File: src/hdl/trsi_pkg.sv
`timescale 1ns / 1ps
// ----------------------------------------------------------------------------
// trsi_pkg
// Shared widths, codes, state type and control structs of the sample ring
// ----------------------------------------------------------------------------
package trsi_pkg;

	localparam int RING_DEPTH = 64;
	localparam int AW         = $clog2(RING_DEPTH);
	localparam int TW         = 32;
	localparam int PW         = 32;
	localparam int LANES      = 3;
	localparam int EW         = TW + LANES * PW;
	// product of a 33-bit magnitude and a 32-bit time offset
	localparam int QW         = 65;
	localparam int CW         = $clog2(QW);

	localparam logic [1:0] FN_WRITE = 2'd0;
	localparam logic [1:0] FN_QUERY = 2'd1;
	localparam logic [1:0] FN_READ  = 2'd2;

	localparam logic [1:0] ST_OK    = 2'd0;
	localparam logic [1:0] ST_ARG   = 2'd1;
	localparam logic [1:0] ST_STATE = 2'd2;

	typedef enum logic [3:0] {
		S_IDLE,
		S_WR,
		S_RD,
		S_RDW,
		S_SCAN,
		S_MUL,
		S_DIV,
		S_ACC,
		S_FIN
	} state_t;

	typedef struct packed {
		logic latch;
		logic wr;
		logic rd;
		logic rdw;
		logic scan;
		logic mul;
		logic div;
		logic acc;
		logic fin;
	} cmd_t;

	typedef struct packed {
		logic scan_done;
		logic scan_interp;
		logic div_done;
		logic out_free;
	} sts_t;

endpackage

File: src/hdl/trsi_ctrl.sv
`timescale 1ns / 1ps
// ----------------------------------------------------------------------------
// trsi_ctrl
// Command sequencer: decodes a beat and steps the datapath through its work
// ----------------------------------------------------------------------------
module trsi_ctrl (
	input  logic          clk,
	input  logic          arst_n,
	input  logic          in_valid,
	output logic          in_ready,
	input  logic [1:0]    func,
	input  trsi_pkg::sts_t st,
	output trsi_pkg::cmd_t cmd
);
	import trsi_pkg::*;

	state_t state_q, state_d;

	// state register
	always_ff @(posedge clk or negedge arst_n) begin
		if (!arst_n) begin
			state_q <= S_IDLE;
		end else begin
			state_q <= state_d;
		end
	end

	// next state
	always_comb begin
		state_d = state_q;
		case (state_q)
			S_IDLE: begin
				if (in_valid) begin
					case (func)
						FN_WRITE: state_d = S_WR;
						FN_QUERY: state_d = S_SCAN;
						FN_READ:  state_d = S_RD;
						default:  state_d = S_FIN;
					endcase
				end
			end
			S_WR:   state_d = S_FIN;
			S_RD:   state_d = S_RDW;
			S_RDW:  state_d = S_FIN;
			S_SCAN: begin
				if (st.scan_done) begin
					state_d = S_FIN;
				end else if (st.scan_interp) begin
					state_d = S_MUL;
				end
			end
			S_MUL:  state_d = S_DIV;
			S_DIV: begin
				if (st.div_done) begin
					state_d = S_ACC;
				end
			end
			S_ACC:  state_d = S_FIN;
			S_FIN: begin
				if (st.out_free) begin
					state_d = S_IDLE;
				end
			end
			default: state_d = S_IDLE;
		endcase
	end

	// outputs
	always_comb begin
		cmd       = '0;
		in_ready  = 1'b0;
		case (state_q)
			S_IDLE: begin
				in_ready  = 1'b1;
				cmd.latch = in_valid;
			end
			S_WR:   cmd.wr   = 1'b1;
			S_RD:   cmd.rd   = 1'b1;
			S_RDW:  cmd.rdw  = 1'b1;
			S_SCAN: cmd.scan = 1'b1;
			S_MUL:  cmd.mul  = 1'b1;
			S_DIV:  cmd.div  = 1'b1;
			S_ACC:  cmd.acc  = 1'b1;
			S_FIN:  cmd.fin  = st.out_free;
			default: cmd = '0;
		endcase
	end

endmodule

File: config.mk
export PLATFORM = sky130hd
export DESIGN_NAME = trsi_ctrl
export DESIGN_NICKNAME = d
export VERILOG_FILES = /design/src/hdl/trsi_pkg.sv /design/src/hdl/trsi_ctrl.sv
export SDC_FILE = /design/constraint.sdc
export NUM_CORES = 1
export LEC_CHECK = 0
export BUFFER_PORTS_ARGS = -buffer_cell sky130_fd_sc_hd__buf_2
export CORE_AREA = 2 2 39 41
export CTS_CLUSTER_DIAMETER = 50
export DETAILED_ROUTE_END_ITERATION = 12
export DIE_AREA = 0 0 41 43
export GPL_TIMING_DRIVEN = 0
export PLACE_DENSITY_LB_ADDON = 0.25
export SLEW_MARGIN = 15
export SYNTH_ARGS = -nofsm -noshare
export SYNTH_HDL_FRONTEND = slang
export SYNTH_SLANG_ARGS = --single-unit
File: constraint.sdc
create_clock -name clk -period 1.6 [get_ports clk]
set_input_delay 0.08 -clock clk [delete_from_list [all_inputs] [get_ports clk]]
set_output_delay 0.08 -clock clk [all_outputs]
set_load 0.1 [all_outputs]
# [Word-level counts from Yosys, hierarchy flattened]
# Index checks and enable logic that the tools add are counted.
[word_totals] word_cells=36 input_bits=9 memories=0 output_inout_bits=10 register_bits=4 latch_bits=0 ramBits=0 mem_bits_ro=0
[op_classes] reduce_logical=4 n_eq_ne=14 add_sub_neg=0 muxes=17 n_div=0 n_bitwise=0 order_cmp=0 mul=0 shift=0
[op_table] operator="$pmux W4 S7" count=1
[op_table] operator="$mux W4" count=5
[op_table] operator="$eq A4 B3 Y1 const B" count=4
[op_table] operator="$pmux W4 S3" count=1
[op_table] operator="$mux W1" count=10
[op_table] operator="$eq A4 B2 Y1 const B" count=2
[op_table] operator="$ne A2 B2 Y1 const B" count=3
[op_table] operator="$eq A4 B1 Y1 const B" count=1
[op_table] operator="$eq A4 B4 Y1 const B" count=1
[op_table] operator="$logic_not A4 Y1" count=1
[op_table] operator="$reduce_and A4 Y1" count=1
[op_table] operator="$ne A3 B3 Y1 const B" count=1
[op_table] operator="$reduce_or A3 Y1" count=1
[op_table] operator="$eq A2 B1 Y1 const B" count=1
[op_table] operator="$eq A2 B2 Y1 const B" count=1
[op_table] operator="$logic_not A2 Y1" count=1

# [Logic depth before layout (Yosys ltp)]
# Gate-level depths: netlist (run 1).
[logic_depth] depth_word=4 ltp_mapped=5 ltp_nobuf=4

# [Least setup slack after synthesis (run 1)]
# Ideal clock, no wire load.
[synth_timing] path_type="register -> output" from="register state_q[1]" to="output port cmd[6] (netlist name)" required_time_ns=1.520 arrival_ns=2.706 setup_slack_ns=-1.186 n_path_buf=0 path_stages_with_launch=3 path_cell_list="dfrtp_1 > or2b_1 > nor3_1"
[synth_rtl] element="start: declaration" line_no="trsi_ctrl.sv:17" text="state_t state_q, state_d;"
[synth_rtl] element="start signal: assignment" line_no="trsi_ctrl.sv:24" text="state_q <= state_d;"
[synth_rtl] element="end: declaration" line_no="trsi_ctrl.sv:13" text="output trsi_pkg::cmd_t cmd"

==> results, run 1 <==
- The checks that failed: setup timing.
- Row generation in the floorplan step produced 14 rows.
- The total congestion overflow after global routing is 0.
- The max-capacitance violation count is 0.
- In this run, synthesis inferred 0 flip-flops with an integrated enable.
- The global routing met2 resource utilization is 27.2%.
- Of the cells placed in the final design, the portion with a size suffix greater than 1 is 68.2%.
- The number of different library cells used by synthesis comes to 25.
- The met3 demand-to-capacity share in global routing is 2.09%.
- The worst path uses 112% of the clock period.
- The run finished, with violations left.
- The initial antenna violation count is 0.
- The antenna diode count is 0.
- Buffers inserted during clock tree synthesis total 3.
- In this run the worst path has a maximum fanout of 5.
- The total area inside the core boundary comes to 1380 um^2.
- Clock tree synthesis found a total of 4 sinks.
- The setup clock skew after layout is 1.85 ps.
- In the global route stage, met1 resource usage came out at 16.3%.
- The relative slew slack is 79.1%.
- The fmax is 560 MHz.
- The dominant register cell in the synthesized netlist is sky130_fd_sc_hd__dfrtp_1.
- The via count of the first global-routing pass was 482.
- The final worst slack is -184 ps.
- Pin placement for this block handled 19 I/O pins.
- The slowest cell on the critical path is sky130_fd_sc_hd__or4_4.
- For this run, the share of the core covered by cells in the final layout is 62.2%.
- The clock latency reported for the late side of the worst-skew pair is 230 ps.
- The critical path arrival is 1700 ps.
- Among all cell types in the netlist, the one instantiated most often is sky130_fd_sc_hd__nor2_1.
- After clock tree synthesis, the clock-pin slew on the worst setup and hold paths is 40 ps.
- The detailed router's first-iteration violation count is 11.
- After detailed routing, the total wire length is 1.28 mm.
- The post-synthesis average cell area is 7.73 um^2.
- Data on the critical path is required at its endpoint by 1520 ps.
- The register with the most flip-flops in the final layout is state_q.
- The longest clock path from root to sink contains 2 buffers.
- The count of unresolved DRC violations after routing is 0.
- The critical path goes through buf_6 -> or4_4 -> clkinvlp_4 -> and2_4 -> buf_12.
- The area added between synthesis and finish is 123%.
- The worst setup path is launched from a register.
- The routability congestion estimate from global placement is 0.819.
- The first-pass GRT wire length is 1.90 mm.
- The critical path capture point type is an output port.
- After technology mapping, the gate count stands at 50.
- Buffers placed on the I/O ports in this run total 18.
- Setup repair after global routing could not meet its margin everywhere.
- The routed layout has 533 vias.
- At the pin with the least slew margin, the transition time is 312 ps.
- The layer flagged by global routing as most heavily used is met2.
- The share of flip-flops with an asynchronous set or reset after synthesis is 100%.
- The detailed-router iteration count before antenna repair is 4.
- Entering global routing, the biggest net connects 11 pins.
- Ranked by total cell area, the synthesized netlist is headed by sky130_fd_sc_hd__dfrtp_1, sky130_fd_sc_hd__nor2_1, sky130_fd_sc_hd__nor4b_1, sky130_fd_sc_hd__nand2b_1, sky130_fd_sc_hd__a21oi_1.
- The post-detailed-route wirelength per cell is 12.7 um.
- The initial utilization of the core area, before any placement, comes to 27.9%.
- The number of hold violations in the final report came to 0.
- The full die area is 1760 um^2.
- Using the TritonRoute via totals, the vias-per-cell ratio works out to 5.28.
- The highest cell delay on the worst timing path is 550 ps.
- The total count of max-transition violations in the final report was 0.
- CTS built an H-tree with a depth of 1.
- The total of flip-flops plus latches after synthesis is 4.
- The number of nets with antenna violations after routing is 0.
- The critical path class is register to output port.
- The top cell type by area accounts for 25.9% of the synthesized area.
- The floorplan step set the die width to 41 um.
- The height of the die is 43 um.
- At the end of the flow, the number of nets in the layout was 96.
- The overall fraction of global-route tracks in use is 15.4%.
- TritonCTS built the clock tree.
- Summed over all instances, the cell type with the most area after synthesis is sky130_fd_sc_hd__dfrtp_1.
- The minimum clock period after layout is 1780 ps.
- The number of flip-flops under the largest register name is 4.
- The Yosys step of the flow raised 0 warnings.
- The area of the mapped netlist is 387 um^2.
- The tree is rooted in a sky130_fd_sc_hd__clkbuf_4.
- The count of final setup violators is 7.
- The post-synth net total is 59.
- The worst hold path belongs to the class input port to register.
- The sequential share of the synthesized area is 25.9%.
- Sorting the synthesized cells by how often they occur yields sky130_fd_sc_hd__nor2_1, sky130_fd_sc_hd__dfrtp_1, sky130_fd_sc_hd__nand2b_1.
- The largest registers in the layout are state_q (4).
cell families (layout without fill, tap and decap cells):
logic type | count (synthesis) | count (layout) | synth area share [%]
simple gates | 27 | 27 | 42.4
compound gates | 13 | 13 | 23.3
flops | 4 | 4 | 25.9
buf+inv | 6 | 41 | 8.41
placed cells by master, fill, tap and decap left out, drive strengths merged:
| cell | count |
|---|---|
| or2 | 1 |
| o21a | 1 |
| inv | 1 |
| dfrtp | 4 |
| clkbuf | 4 |
| or4 | 1 |
| and2 | 2 |
| clkinvlp | 2 |
| a21oi | 3 |
| a22oi | 1 |
| a31oi | 2 |
| nor4b | 3 |
| nand2 | 2 |
| o21ai | 2 |
| o32a | 2 |
| or4b | 1 |
| nor3 | 4 |
| dlygate4sd3 | 1 |
| o32ai | 1 |
| nand2b | 4 |
| nor2b | 1 |
| or2b | 1 |
| nor2 | 7 |
| buf | 33 |
| o31ai | 1 |
per-layer routing:
layer / up-vias / share of wire, % / wire [um]
li1: 255 / - / -
met1: 250 / 37 / 475
met2: 25 / 56 / 722
met3: 3 / 5.2 / 66
met4: 0 / 1.2 / 16
met5: - / 0 / 0
area by class of cell:
cell class / count / area [um^2]
repair buffers: 32 / 295
clock buffers: 3 / 22.5
fillers: 122 / 523
plain buffers: 3 / 27.5
inverters: 3 / 18.8
well taps: 16 / 20.0
multi-input cells: 40 / 375
flip-flops and latches: 4 / 101
stage by stage:
stage               cells  setup TNS (ps)  setup WS, ps  cell area (um^2)  hold WS [ps]
finish                101            -845          -184               861           147
CTS                    98            -572          -146               798           127
detailed placement     84            -934          -277               564          -115
global route          101           -1180          -219               861           175
floorplan              50            -406          -274               454          -216
global placement       84            -917          -267               564          -115
path summary, 6_finish.rpt:
kind / from / to / slack (ps) / cells after the start
setup reg to reg: state_q[3] / state_q[2] / -150 / 6
hold / removal: st[0] / state_q[3] / 150 / 3
max in group asynchronous: arst_n / state_q[1] / 1310 / 2
hold reg to reg: state_q[3] / state_q[0] / 710 / 3
setup / recovery: state_q[3] / cmd[8] / -180 / 5
min in group asynchronous: arst_n / state_q[0] / 170 / 2
worst max-delay path: cells and delay by family (launching register included):
kind                   cells  cell delay (ps)
buffers and inverters      3              390
DFF                        1              380
and+or+nand+nor            2              690
timing repair:
action                                  CTS  global route
pin swaps                                 6             4
hold buffers                              1             0
gates resized for setup                  33            12
endpoints found under the hold margin     4             0
endpoints found under the setup margin   14            10
buffers inserted                         10             4
Power of run 1 is not shown: default switching activity piles up to over one toggle a cycle in this logic, so the estimate is an artifact.
==> inputs of run 2 (changes only) <==
- ABC_AREA: unset -> 1
- CTS_BUF_LIST: unset -> sky130_fd_sc_hd__clkbuf_4 sky130_fd_sc_hd__clkbuf_8 sky130_fd_sc_hd__clkbuf_16
==> results, run 2 <==
- The run finished with clean final reports.
- The startpoint identified for the worst register-to-register timing path is state_q[2].
- The worst hold endpoint is state_q[1].
- The top cell type by area accounts for 25.1% of the synthesized area.
- Summing the sequential cell areas from Yosys gives 25.1% of the chip area.
- The total congestion overflow after global routing is 0.
- The largest total area in the synthesized netlist belongs to sky130_fd_sc_hd__dfrtp_1.
- The clock period could shrink to 1560 ps.
- The critical path capture point type is an output port.
- Buffers inserted during clock tree synthesis total 3.
- The floorplan step defined a die boundary enclosing 1760 um^2.
- The worst reg2reg path depth is 6.
- The number of standard cells after synthesis is 73.
- Of all nets on the critical path, the largest fanout is 5.
- The detailed-router iteration count before antenna repair is 3.
- The critical path class is register to output port.
- The clock root buffer is sky130_fd_sc_hd__clkbuf_4.
- The row count is 14.
- The TritonCTS clock tree is done.
- The register with the most flip-flops in the final layout is state_q.
- The die width is 41 um.
- The worst reg-to-reg setup slack is 340 ps.
- In the final layout, the registers with the most flip-flops are state_q (4).
- Of all flip-flops after synthesis, the portion carrying an async set or reset was 100%.
- The share of the clock period used by the worst path after layout is 97.5%.
- The worst reg2reg path endpoint is state_q[2].
- The areal power density over the cells is 2000 nW/um^2.
- The worst-case IR drop observed on VDD is 0.744 mV.
- The type of origin of the critical path is a register.
- The ratio of cells with drive above 1 in the final layout is 37.9%.
- The effective utilization at floorplan is 28.8%.
- The top-level port count is 19.
- The area added between synthesis and finish is 59.2%.
- The relative slew slack is 78.6%.
- In this design, the stage delay of the slowest critical-path cell is 440 ps.
- The register with the most flip-flops in the layout has 4 of them.
- In the final timing run, aggregate negative setup slack is 0 ps.
- The worst-margin pin slew is 320 ps.
- By count the netlist is led by sky130_fd_sc_hd__nand2_1, sky130_fd_sc_hd__nor2_1, sky130_fd_sc_hd__inv_1, sky130_fd_sc_hd__nand3_1.
- CTS saw 4 sinks.
- The first routing iteration left 12 violations.
- The core region is 1380 um^2.
- The total count of max-transition violations in the final report came to 0.
- The max-capacitance violation count is 0.
- The number of nets with antenna violations after routing is 0.
- The overall fraction of global-route tracks in use is 14.2%.
- The worst hold slack across all endpoints is 125 ps.
- The post-detailed-route wirelength per cell is 9.62 um.
- Synthesis produced a netlist with a net count of 82.
- The slowest cell on the critical path is sky130_fd_sc_hd__dfrtp_1.
- In this run, distinct cell masters in the synthesized netlist total 13.
- Traced cell by cell, the critical path runs through nor2_1 -> nand2_1 -> inv_1 -> buf_4.
- The library cell used most frequently in the layout, excluding fill and tap cells, is sky130_fd_sc_hd__nand2_1.
- The total power is 1270 uW.
- The final design utilization is 45.9%.
- The area of the mapped netlist is 399 um^2.
- Setup repair after global routing could not meet its margin everywhere.
- The via count of the first global-routing pass is 464.
- The first global-routing pass estimated 1.77 mm of wire.
- In the routed design, unresolved DRC markers number 0.
- For this run, the leading register cell type out of synthesis is sky130_fd_sc_hd__dfrtp_1.
- Port buffering added 18 buffers.
- Summed over all cells, the static leakage comes to 0.000375 uW.
- The maximum level of the CTS H-tree is 1.
- The layout has 154 filler cells.
- For this run, the top clock speed supported by timing is 641 MHz.
- Summing over every cut layer, the via total after detailed routing is 495.
- The ratio of routed vias to standard cells is 4.46.
- Synthesis inferred 4 register bits.
- The setup clock skew after layout is 0.340 ps.
- The height of the die is 43 um.
- The synthesized design contains 0 enable-type register cells.
- The clock latency reported for the late side of the worst-skew pair is 230 ps.
- At the worst endpoint, the arrival time is 1480 ps.
- The path class of the lowest-slack min-delay path is input port to register.
- The clock edge transition at the registers on the reported setup and hold paths is 40 ps.
- The maximum count of clock buffers along a single path is 2.
- After detailed routing, the total wire length is 1.07 mm.
- At the worst endpoint, the required time is 1520 ps.
- The initial antenna violation count is 0.
- The pin count of the biggest net entering global routing is 7.
- The net count of the finished layout is 106.
- The startpoint of the tightest hold check path is st[1].
- 0 antenna diodes ended up in the layout.
- The number of instances on the worst hold path is 4.
- The HPWL after detailed placement is 860 um.
- Yosys attributes the largest share of cell area to sky130_fd_sc_hd__dfrtp_1, sky130_fd_sc_hd__nand2_1, sky130_fd_sc_hd__nor2_1, sky130_fd_sc_hd__inv_1, sky130_fd_sc_hd__nand3_1.
- The routability congestion estimate from global placement is 0.752.
- sky130_fd_sc_hd__nand2_1 is the most common cell in the netlist.
- In the layout the commonest cells are sky130_fd_sc_hd__nand2_1, sky130_fd_sc_hd__inv_1, sky130_fd_sc_hd__nor2_1.
- The count of final setup violators is 0.
- A synthesized cell averages 5.47 um^2.
- The number of hold violations in the final report is 0.
- During synthesis, Yosys emitted a total of 0 warnings.
run 2: cell count changes after synthesis, moves of 3 or more:
cell / change
sky130_fd_sc_hd__nor4b_1: -3
sky130_fd_sc_hd__nand3_1: +6
sky130_fd_sc_hd__nand2b_1: -4
sky130_fd_sc_hd__nand2_1: +20
sky130_fd_sc_hd__inv_1: +10
sky130_fd_sc_hd__nor2_1: +8
sky130_fd_sc_hd__a21oi_1: -3
sky130_fd_sc_hd__nor2_2: +4
run 2: worst max-delay path by stage:
| stage | startpoint | to | cells past startpoint |
|---|---|---|---|
| 4_1_cts | state_q[2] | cmd[3] | 5 |
| 6_report | state_q[2] | cmd[6] | 4 |
| 3_3_place_gp | state_q[3] | cmd[8] | 4 |
| 3_5_place_dp | state_q[3] | cmd[8] | 4 |
| 2_1_floorplan | state_q[0] | cmd[0] | 3 |
| 5_1_grt | state_q[2] | cmd[6] | 4 |
run 2: layout make-up:
class,count,area [um^2],area share (%)
multi-input combinational,54,304,47.8
sequential,4,100,15.7
inverter,15,56.3,8.86
clock buffer,3,22.5,3.54
timing repair buffer,19,133,20.9
tap,16,20.0,3.15
run 2: critical path, delay by kind of cell (launching register included):
| kind | cells | cell delay (ps) |
|---|---|---|
| flops | 1 | 440 |
| buf+inv | 2 | 350 |
| simple gates | 2 | 450 |
run 2: cell families (layout without fill, tap and decap cells):
family,Yosys count,after routing,share of synthesized area [%]
flops,4,4,25.1
compound gates,1,1,1.88
buf+inv,15,37,14.1
simple gates,53,53,58.9
run 2: where the power goes:
part	switching (uW)	leakage (uW)	internal, uW
logic	745	0.000308	223
clock network	41.7	0.0000138	84.0
registers	44.7	0.0000529	134
run 2: stage by stage:
stage                     cell area, um^2  instances  setup slack [ps]
final                                 636        111              39.9
after global routing                  636        111             -34.7
after CTS                             623        111              8.04
after detailed placement              568        107              41.4
after global placement                568        107              56.1
after floorplan                       458         73              -109
run 2: metal layers:
layer  vias to the layer above  track usage (%)  share of wire [%]  wire length, um
met4                         0             4.00                  0                0
li1                        269                -                  -                -
met2                        15             22.8                 52              559
met5                         -                0                  0                0
met3                         0             3.14                4.4               47
met1                       211             18.4                 43              460
run 2: what timing repair did:
item                       CTS  global route
setup endpoints to repair    8             5
cloned                       0             0
hold endpoints to repair     4             0
resized for setup            9             5
buffers inserted             0             0
hold buffers                 1             0
Note: power is estimated with default switching activity, not from simulation.
